[config.mk]
export PLATFORM = sky130hd
export DESIGN_NAME = vstm_sqrt
export DESIGN_NICKNAME = d
export VERILOG_FILES = /design/src/hdl/vstm_pkg.sv /design/src/hdl/vstm_sqrt.sv
export SDC_FILE = /design/constraint.sdc
export NUM_CORES = 2
export LEC_CHECK = 0
export ABC_CLOCK_PERIOD_IN_PS = 4130
export BUFFER_PORTS_ARGS = -buffer_cell sky130_fd_sc_hd__buf_2
export CAP_MARGIN = 10
export CORE_MARGIN = 1.5
export CORE_UTILIZATION = 52
export DETAILED_ROUTE_END_ITERATION = 8
export PLACE_DENSITY_LB_ADDON = 0.12
export SLEW_MARGIN = 20
export SYNTH_ARGS = -nofsm -noshare
export SYNTH_HDL_FRONTEND = slang
export SYNTH_MEMORY_MAX_BITS = 65536
export SYNTH_SLANG_ARGS = --single-unit
[constraint.sdc]
create_clock -name clock -period 4.13 [get_ports clock]
set_input_delay 0.826 -clock clock [delete_from_list [all_inputs] [get_ports clock]]
set_output_delay 0.826 -clock clock [all_outputs]
set_load 0.05 [all_outputs]
[src/hdl/vstm_pkg.sv]
package vstm_pkg;

   localparam logic [1:0] CSR_TOL  = 2'd0;
   localparam logic [1:0] CSR_MAGZ = 2'd1;
   localparam logic [1:0] CSR_CUT  = 2'd2;

   localparam logic [30:0] TOL_RST  = 31'd256;
   localparam logic [31:0] MAGZ_RST = 32'd1356800;
   localparam logic [30:0] CUT_RST  = 31'd20480;

   localparam logic [48:0] X_CLAMP = 49'h1_0000_0000_0000;

   localparam int SQ_W     = 64;
   localparam int SQ_STEPS = 32;

   localparam logic [31:0] SIN_ONE  = 32'd1073741824;
   localparam logic [31:0] SIN_HALF = 32'd759250125;

   // sine of zone*45-90 degrees in q30
   function automatic logic [31:0] zone_sine(input logic [3:0] idx);
      logic [31:0] s;
      unique case (idx)
         4'd0: s = 32'd0 - SIN_ONE;
         4'd1: s = 32'd0 - SIN_HALF;
         4'd2: s = 32'd0;
         4'd3: s = SIN_HALF;
         4'd4: s = SIN_ONE;
         4'd5: s = SIN_HALF;
         4'd6: s = 32'd0;
         4'd7: s = 32'd0 - SIN_HALF;
         4'd8: s = 32'd0 - SIN_ONE;
         default: s = 32'd0;
      endcase
      return s;
   endfunction

   typedef struct packed {
      logic [2:0]  zone;
      logic [31:0] slope;
      logic [31:0] vz;
      logic [31:0] r;
      logic [31:0] dx;
      logic [31:0] dy;
      logic [31:0] dz;
      logic [31:0] dsx;
      logic [32:0] dzv;
      logic [32:0] dzm;
      logic [32:0] dmv;
      logic [63:0] prod_w1;
      logic [63:0] prod_w2;
      logic        slope0;
      logic        qneg;
      logic [64:0] prod_y;
      logic [64:0] prod_xm;
      logic [33:0] ylo;
      logic [33:0] yhi;
      logic [31:0] dmvmag;
      logic [31:0] rmag;
      logic [31:0] smag;
      logic [48:0] xm;
      logic [47:0] qmag;
      logic [48:0] q;
      logic        q0;
      logic [49:0] den;
      logic        den0;
      logic        yneg;
      logic [47:0] dmag;
      logic [63:0] pmag;
      logic [63:0] y;
      logic        pass;
      logic [63:0] uy;
      logic [63:0] r2;
      logic [63:0] bb;
      logic [63:0] ab;
      logic [63:0] y2sq;
      logic [63:0] diff;
      logic [33:0] x;
      logic [63:0] prod3;
      logic        neg3;
      logic [49:0] ext;
      logic [50:0] xv;
      logic [51:0] gap;
   } pl_type;

endpackage

[src/hdl/vstm_sqrt.sv]
module vstm_sqrt #(
   parameter int SIDE_W = 8
) (
   input  logic                      clock,
   input  logic                      reset,
   input  logic                      in_vld,
   input  logic [vstm_pkg::SQ_W-1:0] in_val,
   input  logic [SIDE_W-1:0]         in_side,
   output logic                      out_vld,
   output logic [vstm_pkg::SQ_W/2-1:0] out_root,
   output logic [SIDE_W-1:0]         out_side
);

   localparam int W = vstm_pkg::SQ_W;
   localparam int N = vstm_pkg::SQ_STEPS;

   logic              vld_ff  [N];
   logic [W-1:0]      val_ff  [N];
   logic [W-1:0]      root_ff [N];
   logic [SIDE_W-1:0] side_ff [N];

   for (genvar k = 0; k < N; k++) begin : g_stage
      localparam logic [W-1:0] BIT = W'(1) << (W - 2 - 2 * k);
      logic              vld_src;
      logic [W-1:0]      val_src;
      logic [W-1:0]      root_src;
      logic [SIDE_W-1:0] side_src;
      logic [W-1:0]      trial;
      logic              ge;
      logic [W-1:0]      val_in;
      logic [W-1:0]      root_in;

      if (k == 0) begin : g_first
         assign vld_src  = in_vld;
         assign val_src  = in_val;
         assign root_src = '0;
         assign side_src = in_side;
      end else begin : g_next
         assign vld_src  = vld_ff[k-1];
         assign val_src  = val_ff[k-1];
         assign root_src = root_ff[k-1];
         assign side_src = side_ff[k-1];
      end

      assign trial   = root_src + BIT;
      assign ge      = val_src >= trial;
      assign val_in  = ge ? val_src - trial : val_src;
      assign root_in = ge ? (root_src >> 1) + BIT : root_src >> 1;

      always_ff @(posedge clock) begin
         if (reset) begin
            vld_ff[k] <= 1'b0;
         end else begin
            vld_ff[k] <= vld_src;
         end
         val_ff[k]  <= val_in;
         root_ff[k] <= root_in;
         side_ff[k] <= side_src;
      end
   end

   assign out_vld  = vld_ff[N-1];
   assign out_root = root_ff[N-1][W/2-1:0];
   assign out_side = side_ff[N-1];

endmodule

==> run summary <==
status: complete, no violations
Async SR Flop Fraction: 0
worst vdd ir: 0.484 mV
Syn Area/Cell: 10.2 µm²
share of layout cells above drive strength 1: 0.0804
Max-Cap Viols: 0
largest net degree at the start of global routing: 64
synth cell count leaders: dfxtp_1 (2800), inv_1 (701), nor2_1 (635)
dominant cells by area after synthesis: dfxtp_1 (55%), ha_1 (6.9%), xnor2_1 (4.1%)
Cells after Synth: 9895
CP Class: reg2reg
worst min-delay path class: in2reg
Crit path max-delay family: compound AO/OA/AOI/OAI gates
clk_lat worst skew: 0.94 ns
# fillers: 16179
leakage power: 52.5 nW
WP buf/inv: 1
Multi-input gate area: 41800 µm²
count leader, synth: dfxtp_1
vias: 70342
min cycle time layout: 3.73 ns
RR Endpoint: val_ff[1][431]
H-tree levels: 5
Chip Width: 444 µm
placed cell area: 105000 µm²
Seq/Total Area, Yosys: 0.554
Sink Count: 2800
Cell Chain, Critical Path: inv_1, ha_1, or3_1, o221a_2, o41ai_1, o21ai_1, a221o_1, nand3_1, o21ai_0, a2111oi_2, xor2_1
max-slew violations: 0
Final GP Congestion: 0.928
wire per inst: 19.3 µm
TritonCTS clock tree: built
ys flop type: dfxtp_1
total power: 82.3 mW
drt first pass iters: 6
final setup TNS: 0 ns
worst setup margin: 0.402 ns
r2r setup slk: 0.40 ns
initial antenna violation count: 7
DRC Markers: 0
Post-DP HPWL: 193 mm
CTS clk-pin slew, worst paths: 0.06 ns
r2r startpoint: root_ff[21][20]
final setup fails: 0
synth warn: 0
post-route cell area: 115000 µm²
Hold Path Depth: 1
post-layout net count: 10878
Yosys cell types: 106
synth-to-layout area growth: 13.7%
total global-route track usage: 0.250
Top Ports: 116
Max Clock Skew: 0.0837 ns
Critical Path RT: 4.94 ns
CP arrival: 4.54 ns
slowest CP cell: o41ai_1
critical path capture point type: flip-flop
Mapped Area: 101000 µm²
starting density of the core: 0.525
num rows: 161
Worst Reg2Reg Path Length in Cells: 11
first-pass GRT wire length: 394 mm
I/O Buffers: 115
Slew Limit Headroom: 0.316
Overflow after GRT: 0
CP startpoint kind: flip-flop
Avg Vias per Cell: 5.41
fmax: 0.268 GHz
hold path start: in_val[1]
CP Max Fanout: 4
Synth top area share: 0.554
PwrDens: 714 nW/µm²
FF+latch area: 56100 µm²
RSZ-0062 raised after global routing: false
Placeable Area: 193000 µm²
final worst-path cycle share: 0.903
Seq cells post-synth: 2800
1st-iter DRT viols: 4322
final hold violation count: 0
vias in the first global route: 70597
Mapped Nets: 10528
critical path's largest stage delay: 0.74 ns
die height: 444 µm
Worst-Margin Slew: 1.02 ns
final WL: 250 mm
Yosys top cell by area: dfxtp_1
Clock Path Buffers: 4
worst hold endpoint: val_ff[0][1]
root buf cell: clkbuf_16
number of synthesized flops with an enable pin: 0
CTS Buf Count: 295
hold_ws: 0.0604 ns
setup slack after placement: 0.234 ns
Antenna Nets Post-Route: 0
die area: 197000 µm²
[state kept, by name, indices dropped and copies added (netlist names)]
signal	flops
side_ff	256
root_ff	528
vld_ff	32
val_ff	1984
[worst max path at each step]
stage / start / to / depth (start not counted)
4_1_cts: root_ff[24][38] / val_ff[1][638] / 12
3_5_place_dp: root_ff[24][38] / val_ff[1][638] / 12
3_3_place_gp: root_ff[24][38] / val_ff[1][620] / 13
6_report: root_ff[21][20] / val_ff[1][431] / 11
5_1_grt: root_ff[27][8] / val_ff[1][823] / 12
2_1_floorplan: root_ff[29][14] / val_ff[1][939] / 14
[logic make-up (layout without fill, tap and decap cells)]
family | after synthesis | in the layout | synth area share
fa+ha+maj | 558 | 558 | 0.0689
simple gates | 2820 | 2820 | 0.145
compound gates | 1859 | 1859 | 0.115
buf+inv | 910 | 1469 | 0.0347
flops | 2800 | 2800 | 0.554
other cells | 0 | 12 | 0
mux | 73 | 73 | 0.00807
xor+xnor | 875 | 875 | 0.0757
[metrics by stage]
stage,cells,util
global placement,12426,0.544
global route,12991,0.597
finish,12992,0.597
detailed placement,12426,0.544
CTS,12980,0.597
floorplan,9895,-
[power breakdown]
| group | switching (mW) | leakage (nW) | internal [mW] |
|---|---|---|---|
| clock network | 10.4 | 4.76 | 15.9 |
| registers | 5.16 | 23.5 | 32.6 |
| logic | 10.1 | 24.3 | 8.05 |
[layout by cell type, fill, tap and decap left out, types with 48 or more instances in the layout]
cell type,instances
dfxtp_1,2800
inv_1,701
nor2_1,634
nand2_1,629
a21oi_1,614
ha_1,558
xnor2_1,477
o21ai_0,442
xor2_1,398
nor4_1,328
clkbuf_16,297
a21o_1,260
nor3_1,232
nand3_1,163
nand4_1,157
o21a_1,119
buf_2,115
nand2b_1,109
nor2b_1,98
or3_1,94
buf_4,90
or4_1,67
mux2_2,64
clkbuf_1,56
clkbuf_8,56
o21bai_1,51
dlygate4sd3_1,48
[timing repair]
item / 4_1_cts / 5_1_grt
endpoints found under the hold margin: 48 / 0
setup endpoints to repair: 0 / 4
hold buffers: 48 / 0
gates resized for setup: 0 / 1
buffers inserted: 0 / 0
[cell type report]
type | instances | area share
flip-flops and latches | 2800 | 0.487
multi-input cells | 6185 | 0.363
clock buffers | 409 | 0.0730
well taps | 2526 | 0.0274
inverters | 705 | 0.0230
repair buffers | 258 | 0.0159
clock inverters | 97 | 0.0111
diodes | 12 | 0.000261
[routing by layer]
layer  vias up  global-route usage  part of all wire
li1      34968                   -                 -
met2      1543               0.431              0.48
met1     33300               0.319              0.44
met3       531              0.0318             0.039
met4         0              0.0936             0.038
met5         -                   0                 0
No activity file was read; power rests on OpenSTA's default activity.
